## src/rtl/tilw_pkg.sv

```systemverilog
`default_nettype none
// ----------------------------------------------------------------------------
// tilw_pkg
// Shared constants, types and the default weight table of the table
// interpolated log weight block.
// ----------------------------------------------------------------------------
package tilw_pkg;

    localparam int TABLE_DEPTH     = 16;
    localparam int TBL_AW          = $clog2(TABLE_DEPTH);
    localparam int NUM_DEFAULTS    = 11;

    localparam int WEIGHT_W        = 32;
    localparam int WEIGHT_FRAC     = 8;
    localparam int COS_W           = 18;
    localparam int MIN_W           = 17;
    localparam int BCNT_W          = 4;
    localparam int SCALE_W         = 24;
    localparam int INDEX_W         = 4;
    localparam int LOG_W           = 23;
    localparam int POS_W           = COS_W + SCALE_W;
    localparam int BIN_W           = POS_W - 32;
    localparam int FRAC_W          = 16;
    localparam int ACC_W           = FRAC_W + WEIGHT_W;
    localparam int LOG_FRAC_BITS   = 20;
    localparam int EXP_W           = 6;
    localparam int L2_W            = EXP_W + LOG_FRAC_BITS;
    localparam int MAG_W           = L2_W - 1;
    localparam int LN2_W           = 32;
    localparam int PROD_W          = MAG_W + LN2_W;
    localparam int RND_SHIFT       = 36;
    localparam int RND_W           = PROD_W - RND_SHIFT;

    localparam int CFG_DATA_W      = 24;
    localparam int CFG_IDX_W       = 2;

    localparam logic [LN2_W-1:0]    LN2_Q32      = 32'd2977044472;
    localparam logic [WEIGHT_W-1:0] WEIGHT_ONE   = 32'd256;
    localparam logic [MIN_W-1:0]    MIN_RESET    = 17'd6554;
    localparam logic [BCNT_W-1:0]   BCNT_RESET   = 4'd10;
    localparam logic [SCALE_W-1:0]  SCALE_RESET  = 24'd728178;

    typedef enum logic
    {
        KIND_WRITE  = 1'b0,
        KIND_LOOKUP = 1'b1
    } kind_t;

    typedef enum logic [CFG_IDX_W-1:0]
    {
        CFG_MIN_COS_ZEN = 2'd0,
        CFG_BIN_COUNT   = 2'd1,
        CFG_BIN_SCALE   = 2'd2
    } cfg_reg_t;

    typedef struct packed
    {
        logic [MIN_W-1:0]   min_cos_zen;
        logic [BCNT_W-1:0]  bin_count;
        logic [SCALE_W-1:0] bin_scale;
    } cfg_t;

    typedef struct packed
    {
        logic                en;
        logic                we;
        logic [TBL_AW-1:0]   waddr;
        logic [WEIGHT_W-1:0] wdata;
        logic [TBL_AW-1:0]   raddr0;
        logic [TBL_AW-1:0]   raddr1;
    } tbl_req_t;

    typedef struct packed
    {
        logic                query;
        logic [WEIGHT_W-1:0] weight;
    } wt_item_t;

    function automatic logic [WEIGHT_W-1:0] default_weight(input logic [TBL_AW-1:0] addr);
        logic [WEIGHT_W-1:0] w;
        case (int'(addr))
            0:       w = 32'd256;
            1:       w = 32'd51200;
            2:       w = 32'd1280000;
            3:       w = 32'd12800000;
            4:       w = 32'd25600000;
            5:       w = 32'd51200000;
            6:       w = 32'd102400000;
            7:       w = 32'd128000000;
            8:       w = 32'd153600000;
            9:       w = 32'd204800000;
            10:      w = 32'd230400000;
            default: w = '0;
        endcase
        return w;
    endfunction

endpackage
`default_nettype wire

```

## src/rtl/tilw_chan_if.sv

```systemverilog
`default_nettype none
// ----------------------------------------------------------------------------
// tilw_chan_if
// Request and result channels of the table interpolated log weight block.
// ----------------------------------------------------------------------------
interface tilw_query_if;
    import tilw_pkg::*;

    logic                valid;
    logic                ready;
    logic                kind;
    logic [INDEX_W-1:0]  entry_index;
    logic [WEIGHT_W-1:0] entry_value;
    logic signed [COS_W-1:0] cos_zenith;

    modport source (output valid, kind, entry_index, entry_value, cos_zenith, input ready);
    modport sink   (input valid, kind, entry_index, entry_value, cos_zenith, output ready);
endinterface

`default_nettype wire

```

## src/rtl/tilw_table.sv

```systemverilog
`default_nettype none
// ----------------------------------------------------------------------------
// tilw_table
// Weight table memory: one write port, two registered read ports. Entries
// never written read as their default weight.
// ----------------------------------------------------------------------------
module tilw_table (
    input  wire logic                          clk,
    input  wire logic                          rst_n,
    input  wire tilw_pkg::tbl_req_t            req,
    output logic [tilw_pkg::WEIGHT_W-1:0]      rdata0,
    output logic [tilw_pkg::WEIGHT_W-1:0]      rdata1
);
    import tilw_pkg::*;

    logic [WEIGHT_W-1:0]    weight_mem [TABLE_DEPTH];
    logic [TABLE_DEPTH-1:0] written_reg;
    logic [WEIGHT_W-1:0]    mem0_reg;
    logic [WEIGHT_W-1:0]    mem1_reg;
    logic [WEIGHT_W-1:0]    dflt0_reg;
    logic [WEIGHT_W-1:0]    dflt1_reg;
    logic                   hit0_reg;
    logic                   hit1_reg;

    always_ff @(posedge clk)
    begin
        if (req.we)
        begin
            weight_mem[req.waddr] <= req.wdata;
        end
        if (req.en)
        begin
            mem0_reg  <= weight_mem[req.raddr0];
            mem1_reg  <= weight_mem[req.raddr1];
            dflt0_reg <= default_weight(req.raddr0);
            dflt1_reg <= default_weight(req.raddr1);
            hit0_reg  <= written_reg[req.raddr0];
            hit1_reg  <= written_reg[req.raddr1];
        end
    end

    always_ff @(posedge clk or negedge rst_n)
    begin
        if (!rst_n)
        begin
            written_reg <= '0;
        end
        else if (req.we)
        begin
            written_reg[req.waddr] <= 1'b1;
        end
    end

    assign rdata0 = hit0_reg ? mem0_reg : dflt0_reg;
    assign rdata1 = hit1_reg ? mem1_reg : dflt1_reg;

endmodule
`default_nettype wire

```

## src/rtl/tilw_interp.sv

```systemverilog
`default_nettype none
// ----------------------------------------------------------------------------
// tilw_interp
// Bin position, table access and linear blend: six stages with per-stage
// valid and a ready chain that closes bubbles.
// ----------------------------------------------------------------------------
module tilw_interp (
    input  wire logic                 clk,
    input  wire logic                 rst_n,
    input  wire tilw_pkg::cfg_t       cfg,
    tilw_query_if.sink                query,
    output logic                      dn_valid,
    input  wire logic                 dn_ready,
    output tilw_pkg::wt_item_t        dn_data
);
    import tilw_pkg::*;

    localparam logic [FRAC_W:0] FRAC_ONE  = 17'd65536;
    localparam logic [ACC_W-1:0] ACC_HALF = 48'd32768;

    logic s1_valid_reg, s2_valid_reg, s3_valid_reg;
    logic s4_valid_reg, s5_valid_reg, s6_valid_reg;
    logic s1_ready, s2_ready, s3_ready, s4_ready, s5_ready, s6_ready;

    logic [COS_W:0]       diff;
    logic                 below;

    logic                 s1_query_reg;
    logic [INDEX_W-1:0]   s1_idx_reg;
    logic [WEIGHT_W-1:0]  s1_value_reg;
    logic                 s1_below_reg;
    logic [COS_W-1:0]     s1_diff_reg;

    logic                 s2_query_reg;
    logic [INDEX_W-1:0]   s2_idx_reg;
    logic [WEIGHT_W-1:0]  s2_value_reg;
    logic                 s2_below_reg;
    logic [POS_W-1:0]     s2_pos_reg;

    logic [BIN_W-1:0]     bin;
    logic [FRAC_W-1:0]    frac;
    logic [TBL_AW-1:0]    last;
    logic                 use_last;
    logic [FRAC_W-1:0]    frac_eff;
    tbl_req_t             tbl_req;
    logic [WEIGHT_W-1:0]  rdata0;
    logic [WEIGHT_W-1:0]  rdata1;

    logic                 s3_query_reg;
    logic [FRAC_W-1:0]    s3_frac_reg;

    logic                 s4_query_reg;
    logic [FRAC_W-1:0]    s4_frac_reg;
    logic [ACC_W-1:0]     s4_p0_reg;
    logic [WEIGHT_W-1:0]  s4_t1_reg;

    logic                 s5_query_reg;
    logic [ACC_W-1:0]     s5_acc_reg;

    logic                 s6_query_reg;
    logic [WEIGHT_W-1:0]  s6_weight_reg;
    logic [ACC_W-1:0]     rounded;

    assign s6_ready    = !s6_valid_reg || dn_ready;
    assign s5_ready    = !s5_valid_reg || s6_ready;
    assign s4_ready    = !s4_valid_reg || s5_ready;
    assign s3_ready    = !s3_valid_reg || s4_ready;
    assign s2_ready    = !s2_valid_reg || s3_ready;
    assign s1_ready    = !s1_valid_reg || s2_ready;
    assign query.ready = s1_ready;

    always_ff @(posedge clk or negedge rst_n)
    begin
        if (!rst_n)
        begin
            s1_valid_reg <= 1'b0;
            s2_valid_reg <= 1'b0;
            s3_valid_reg <= 1'b0;
            s4_valid_reg <= 1'b0;
            s5_valid_reg <= 1'b0;
            s6_valid_reg <= 1'b0;
        end
        else
        begin
            if (s1_ready) s1_valid_reg <= query.valid;
            if (s2_ready) s2_valid_reg <= s1_valid_reg;
            if (s3_ready) s3_valid_reg <= s2_valid_reg;
            if (s4_ready) s4_valid_reg <= s3_valid_reg;
            if (s5_ready) s5_valid_reg <= s4_valid_reg;
            if (s6_ready) s6_valid_reg <= s5_valid_reg;
        end
    end

    // distance above the lowest covered cosine
    assign diff  = {query.cos_zenith[COS_W-1], query.cos_zenith}
                 - {{(COS_W+1-MIN_W){cfg.min_cos_zen[MIN_W-1]}}, cfg.min_cos_zen};
    assign below = diff[COS_W] || (diff == '0);

    always_ff @(posedge clk)
    begin
        if (s1_ready)
        begin
            s1_query_reg <= (query.kind == KIND_LOOKUP);
            s1_idx_reg   <= query.entry_index;
            s1_value_reg <= query.entry_value;
            s1_below_reg <= below;
            s1_diff_reg  <= diff[COS_W-1:0];
        end
        if (s2_ready)
        begin
            s2_query_reg <= s1_query_reg;
            s2_idx_reg   <= s1_idx_reg;
            s2_value_reg <= s1_value_reg;
            s2_below_reg <= s1_below_reg;
            s2_pos_reg   <= s1_diff_reg * cfg.bin_scale;
        end
    end

    assign bin  = s2_pos_reg[POS_W-1:32];
    assign frac = s2_pos_reg[31:16];

    always_comb
    begin
        if (32'(cfg.bin_count) > TABLE_DEPTH - 1)
        begin
            last = TBL_AW'(TABLE_DEPTH - 1);
        end
        else
        begin
            last = TBL_AW'(cfg.bin_count);
        end
        use_last = 32'(bin) >= 32'(last);

        tbl_req.en    = s3_ready;
        tbl_req.we    = s2_valid_reg && s3_ready && !s2_query_reg
                     && (32'(s2_idx_reg) < TABLE_DEPTH);
        tbl_req.waddr = TBL_AW'(s2_idx_reg);
        tbl_req.wdata = s2_value_reg;

        if (s2_below_reg)
        begin
            tbl_req.raddr0 = '0;
            tbl_req.raddr1 = '0;
            frac_eff       = '0;
        end
        else if (use_last)
        begin
            tbl_req.raddr0 = last;
            tbl_req.raddr1 = last;
            frac_eff       = '0;
        end
        else
        begin
            tbl_req.raddr0 = TBL_AW'(bin);
            tbl_req.raddr1 = TBL_AW'(bin) + TBL_AW'(1);
            frac_eff       = frac;
        end
    end

    tilw_table u_table (
        .clk    (clk),
        .rst_n  (rst_n),
        .req    (tbl_req),
        .rdata0 (rdata0),
        .rdata1 (rdata1)
    );

    assign rounded = s5_acc_reg + ACC_HALF;

    always_ff @(posedge clk)
    begin
        if (s3_ready)
        begin
            s3_query_reg <= s2_query_reg;
            s3_frac_reg  <= frac_eff;
        end
        if (s4_ready)
        begin
            s4_query_reg <= s3_query_reg;
            s4_frac_reg  <= s3_frac_reg;
            s4_p0_reg    <= (FRAC_ONE - {1'b0, s3_frac_reg}) * rdata0;
            s4_t1_reg    <= rdata1;
        end
        if (s5_ready)
        begin
            s5_query_reg <= s4_query_reg;
            s5_acc_reg   <= s4_p0_reg + s4_frac_reg * s4_t1_reg;
        end
        if (s6_ready)
        begin
            s6_query_reg  <= s5_query_reg;
            s6_weight_reg <= s5_query_reg ? rounded[ACC_W-1:FRAC_W] : '0;
        end
    end

    assign dn_valid       = s6_valid_reg;
    assign dn_data.query  = s6_query_reg;
    assign dn_data.weight = s6_weight_reg;

endmodule
`default_nettype wire

```

## src/flat_wrapper.sv

```systemverilog
// flat-port wrapper written by rule: the top's interface ports become plain ports
module tilw_interp_flat import tilw_pkg::*;
  (clk, rst_n, cfg, dn_valid, dn_ready, dn_data, query_valid, query_kind, query_entry_index, query_entry_value, query_cos_zenith, query_ready);
  tilw_query_if query_i ();
  input  wire logic clk;
  input  wire logic rst_n;
  input  wire tilw_pkg::cfg_t cfg;
  output logic dn_valid;
  input  wire logic dn_ready;
  output tilw_pkg::wt_item_t dn_data;
  input wire logic [$bits(query_i.valid)-1:0] query_valid;
  input wire logic [$bits(query_i.kind)-1:0] query_kind;
  input wire logic [$bits(query_i.entry_index)-1:0] query_entry_index;
  input wire logic [$bits(query_i.entry_value)-1:0] query_entry_value;
  input wire logic [$bits(query_i.cos_zenith)-1:0] query_cos_zenith;
  output wire logic [$bits(query_i.ready)-1:0] query_ready;
  assign query_i.valid = query_valid;
  assign query_i.kind = query_kind;
  assign query_i.entry_index = query_entry_index;
  assign query_i.entry_value = query_entry_value;
  assign query_i.cos_zenith = query_cos_zenith;
  assign query_ready = query_i.ready;
  tilw_interp u_core (.clk(clk), .rst_n(rst_n), .cfg(cfg), .query(query_i), .dn_valid(dn_valid), .dn_ready(dn_ready), .dn_data(dn_data));
endmodule
```

## config.mk

```make
export PLATFORM = sky130hd
export DESIGN_NAME = tilw_interp_flat
export DESIGN_NICKNAME = d
export VERILOG_FILES = /design/src/rtl/tilw_pkg.sv /design/src/rtl/tilw_chan_if.sv /design/src/rtl/tilw_table.sv /design/src/rtl/tilw_interp.sv /design/src/flat_wrapper.sv
export SDC_FILE = /design/constraint.sdc
export NUM_CORES = 2
export LEC_CHECK = 0
export BUFFER_PORTS_ARGS = -buffer_cell sky130_fd_sc_hd__buf_2
export CAP_MARGIN = 0
export CELL_PAD_IN_SITES_DETAIL_PLACEMENT = 2
export CELL_PAD_IN_SITES_GLOBAL_PLACEMENT = 2
export CORE_ASPECT_RATIO = 0.9
export CORE_MARGIN = 2
export CORE_UTILIZATION = 44
export CTS_BUF_LIST = sky130_fd_sc_hd__clkbuf_16
export DETAILED_ROUTE_END_ITERATION = 6
export PLACE_DENSITY = 0.82
export SYNTH_ARGS = -nofsm -noshare
export SYNTH_HDL_FRONTEND = slang
export SYNTH_SLANG_ARGS = --single-unit
```

## constraint.sdc

```tcl
create_clock -name clk -period 12.9 [get_ports clk]
set_input_delay 0 -clock clk [delete_from_list [all_inputs] [get_ports clk]]
set_output_delay 0 -clock clk [all_outputs]
set_load 0.02 [all_outputs]
```

==> flow_summary.html <==
<table>
<tr><th>Metric</th><th>Value</th></tr>
<tr><th colspan="2">Outcome</th></tr>
<tr><td>Run status</td><td>completed</td></tr>
<tr><th colspan="2">Worst setup path</th></tr>
<tr><td>Most frequent cell on the critical path</td><td>fa_1</td></tr>
<tr><td>Data required time of the critical path</td><td>around 13 ns</td></tr>
<tr><td>Worst EP arrival</td><td>11.21 ns</td></tr>
<tr><td>Delay of the slowest critical-path stage</td><td>roughly 0.94 ns</td></tr>
<tr><td>Slowest-stage cell, CP</td><td>xor2_1</td></tr>
<tr><td>Endpoint type of the worst setup path</td><td>register</td></tr>
<tr><td>Critical path peak fanout</td><td>12</td></tr>
<tr><td>Type of the worst setup path</td><td>register to register</td></tr>
<tr><td>Launching element type of the critical path</td><td>register</td></tr>
<tr><th colspan="2">Global route</th></tr>
<tr><td>Met2 demand-to-capacity share in global routing</td><td>0.574</td></tr>
<tr><td>Total global-route track usage</td><td>0.328</td></tr>
<tr><td>Number of antenna violations at the first check in global routing</td><td>15</td></tr>
<tr><td>First-pass GRT wire length</td><td>503000 um</td></tr>
<tr><td>Met1 track demand over resource</td><td>0.399</td></tr>
<tr><td>Remaining global-route overflow</td><td>0</td></tr>
<tr><td>Routing usage on met3</td><td>0.0535</td></tr>
<tr><td>Number of global-route vias before repair</td><td>77700</td></tr>
<tr><td>Maximum number of pins on one net before global-route repair</td><td>138</td></tr>
<tr><td>Layer with the highest usage after global routing</td><td>met2</td></tr>
<tr><th colspan="2">Detailed routing</th></tr>
<tr><td>Final WL</td><td>338000 um</td></tr>
<tr><td>Post-route DRC</td><td>0</td></tr>
<tr><td>Detail Route Antenna Nets</td><td>0</td></tr>
<tr><td>Via-per-instance ratio</td><td>~5.9</td></tr>
<tr><td>Routed wirelength normalized by instance count</td><td>between 30 and 40 um</td></tr>
<tr><td>First-pass iteration count of the detailed router</td><td>5</td></tr>
<tr><td>Initial DRC count</td><td>5340</td></tr>
<tr><td>Vias</td><td>between 60000 and 70000</td></tr>
<tr><th colspan="2">Floorplan</th></tr>
<tr><td>Core area</td><td>~200000 um2</td></tr>
<tr><td>Row count</td><td>around 160</td></tr>
<tr><td>I/O Pins</td><td>~140</td></tr>
<tr><td>Chip Height</td><td>around 430 um</td></tr>
<tr><td>Width of the die</td><td>477 um</td></tr>
<tr><td>Die Footprint</td><td>around 200000 um2</td></tr>
<tr><td>Initial core utilization</td><td>0.442</td></tr>
<tr><th colspan="2">Timing</th></tr>
<tr><td>Setup violation total in the final timing report</td><td>0</td></tr>
<tr><td>Final hold vios</td><td>0</td></tr>
<tr><td>Final period util</td><td>0.830</td></tr>
<tr><td>Setup ws final</td><td>approximately 2.2 ns</td></tr>
<tr><td>Worst slew slack as a fraction of its limit</td><td>0.0278</td></tr>
<tr><td>Crit path time final</td><td>10.70 ns</td></tr>
<tr><td>Final clock skew</td><td>0.0889 ns</td></tr>
<tr><td>Slew Viols, Final</td><td>0</td></tr>
<tr><td>Timing-limited maximum frequency</td><td>93.4 MHz</td></tr>
<tr><td>Post-Route Setup TNS</td><td>0 ns</td></tr>
<tr><td>Hold WS</td><td>between 0.05 and 0.06 ns</td></tr>
<tr><td>Actual slew at the worst max-slew pin</td><td>around 1.5 ns</td></tr>
<tr><td>Unrepaired setup endpoints after global routing</td><td>no</td></tr>
<tr><th colspan="2">Yosys</th></tr>
<tr><td>Area fraction of the dominant cell type after synthesis</td><td>0.310</td></tr>
<tr><td>Post-synth EDFFs</td><td>between 900 and 1000</td></tr>
<tr><td>Yosys top cell by area</td><td>edfxtp_1</td></tr>
<tr><td>Seq cells post-synth</td><td>935</td></tr>
<tr><td>Most instantiated flip-flop cell in the synthesis netlist</td><td>edfxtp_1</td></tr>
<tr><td>Yosys synthesis warning count</td><td>0</td></tr>
<tr><td>Synthesized net count</td><td>approximately 10000</td></tr>
<tr><td>Count of cell types in the netlist</td><td>72</td></tr>
<tr><td>Top cells by area in the synthesized netlist</td><td>edfxtp_1 31%, fa_1 28%, ha_1 7.1%</td></tr>
<tr><td>Avg Cell Area, Syn</td><td>about 11 um2</td></tr>
<tr><td>Cell count after synthesis</td><td>between 8000 and 9000</td></tr>
<tr><td>Async set-reset flop share out of synthesis</td><td>0.0235</td></tr>
<tr><td>Mapped Area</td><td>88500 um2</td></tr>
<tr><td>Sequential-to-total area share from yosys stat</td><td>0.316</td></tr>
<tr><th colspan="2">Clocking</th></tr>
<tr><td>Clock tree from TritonCTS</td><td>done</td></tr>
<tr><td>Clock-pin slew on the worst setup and hold paths</td><td>around 0.070 ns</td></tr>
<tr><td>Total clock sinks</td><td>about 940</td></tr>
<tr><td>Maximum root-to-sink buffer count</td><td>3</td></tr>
<tr><td>Clock Tree Root</td><td>clkbuf_16</td></tr>
<tr><td>CTS Buf Count</td><td>approximately 100</td></tr>
<tr><td>Post-CTS Setup Inserts</td><td>0</td></tr>
<tr><td>Max H-tree Level</td><td>3</td></tr>
<tr><td>Later-pin clock latency in the skew report</td><td>about 0.80 ns</td></tr>
<tr><th colspan="2">Final layout</th></tr>
<tr><td>Number of flip-flops in the largest register</td><td>roughly 500</td></tr>
<tr><td>Area Growth Syn to Fin</td><td>9.28%</td></tr>
<tr><td>Fillcell total</td><td>~20000</td></tr>
<tr><td>Ratio of cells with drive above 1 in the final layout</td><td>0.0639</td></tr>
<tr><td>Number of nets in the final layout</td><td>just over 10000</td></tr>
<tr><th colspan="2">Placement</th></tr>
<tr><td>Total of buffers placed on input and output ports</td><td>approximately 140</td></tr>
<tr><td>Worst setup slack before clock tree synthesis</td><td>roughly 2.3 ns</td></tr>
<tr><td>Hpwl dp</td><td>~240000 um</td></tr>
<tr><td>Placer Congestion</td><td>around 0.90</td></tr>
<tr><th colspan="2">Worst hold path</th></tr>
<tr><td>HP Class</td><td>input port to register</td></tr>
<tr><th colspan="2">Job</th></tr>
<tr><td>Maximum capacitance violations</td><td>0</td></tr>
</table>
## kinds of logic after synthesis
family | synth area share
mux | 0.0577
xor+xnor | 0.0173
buf+inv | 0.0790
flops | 0.316
simple gates | 0.123
compound gates | 0.0520
fa+ha+maj | 0.355
## cell type report
cell class | count | area, um2 | area share
Antenna cell | 1 | 2.50 | 0.0000259
Clock buffer | 101 | 2530 | 0.0261
Clock inverter | 85 | 856 | 0.00884
Inverter | 1401 | 5280 | 0.0546
Multi-Input combinational cell | 5553 | 53900 | 0.557
Sequential cell | 935 | 28000 | 0.289
Tap cell | 2686 | 3360 | 0.0347
Timing Repair Buffer | 381 | 2860 | 0.0296
## through the flow
step / cell area [um2] / utilization / std cells
after floorplan: 88500 / - / 8285
after global placement: 92100 / 0.459 / 10800
after detailed placement: 92100 / 0.459 / 10800
after CTS: 96800 / 0.483 / 11100
after global routing: 96800 / 0.483 / 11100
final: 96800 / 0.483 / 11100
## worst paths after layout
path                                        from                    end  slack [ns]  depth (start not counted)
max                        u_core.s3_frac_reg[0]   u_core.s4_p0_reg[45]        2.20                         30
min                                      cfg[33]  u_core.s1_diff_reg[6]        0.06                          5
max reg2reg                u_core.s3_frac_reg[0]   u_core.s4_p0_reg[45]        2.20                         30
min reg2reg                 u_core.s1_idx_reg[2]   u_core.s2_idx_reg[2]        0.42                          0
max in group asynchronous                  rst_n    u_core.s4_valid_reg       12.34                          4
min in group asynchronous                  rst_n    u_core.s1_valid_reg        0.30                          4
## Yosys cell counts, drive strengths merged, types with 6 or more instances
cell type	number
fa	1259
o21ai	72
or3	13
dfrtp	22
nand2b	37
buf	95
a21o	56
nand4	20
o211ai	6
nor2b	27
nor3	53
nand3	181
xor2	57
a21oi	238
or2	25
nand2	1233
a211oi	13
and3	29
a21boi	10
a221o	7
nor2	440
o21bai	12
a31oi	13
ha	501
inv	1399
o221ai	136
mux2	28
mux2i	479
xnor2	118
o31ai	8
o21a	18
o22ai	40
edfxtp	913
and2	353
clkbuf	301
or4	6
## cells in the final DEF, fill, tap and decap left out, types with 17 or more instances in the layout
master	synthesis	routed
a21o_1	56	56
a21oi_1	237	236
and2_1	351	351
and3_1	29	29
buf_2	36	138
buf_4	33	113
clkbuf_16	0	101
clkinv_1	1	22
clkinv_2	1	17
dfrtp_1	22	22
dlygate4sd3_1	0	128
edfxtp_1	913	913
fa_1	1259	1259
ha_1	501	501
inv_1	1395	1411
mux2_2	28	28
mux2i_1	479	470
nand2_1	1233	1230
nand2b_1	37	37
nand3_1	181	179
nand4_1	20	20
nor2_1	440	429
nor2b_1	27	24
nor3_1	53	50
o21a_1	18	18
o21ai_0	69	69
o221ai_1	111	111
o221ai_2	25	25
o22ai_1	40	40
or2_2	25	25
xnor2_1	118	115
xor2_1	57	56
## routing by layer
metal  wire length, um  vias to the layer above
met5                73                        -
met4             16400                       10
met3             23800                      950
met2            169000                     2917
met1            129000                    34900
li1                  -                    26800
## critical path: cells and delay by family (launching register included)
family                   cells  cell delay [ns]
AO/OA/AOI/OAI                6             1.59
XOR/XNOR                     2             1.05
AND/OR/NAND/NOR              6             2.04
flip-flops                   1             0.67
adder cells (fa/ha/maj)     10             4.58
buffers and inverters        6             0.50
## timing repair
action | 4_1_cts | 5_1_grt
endpoints found under the hold margin | 88 | 0
hold buffers | 129 | 0
resized for setup | 0 | 0
Power is left out: the tool's default activity adds up to more than one toggle a clock period on the data nets, which glitch-free logic cannot reach.
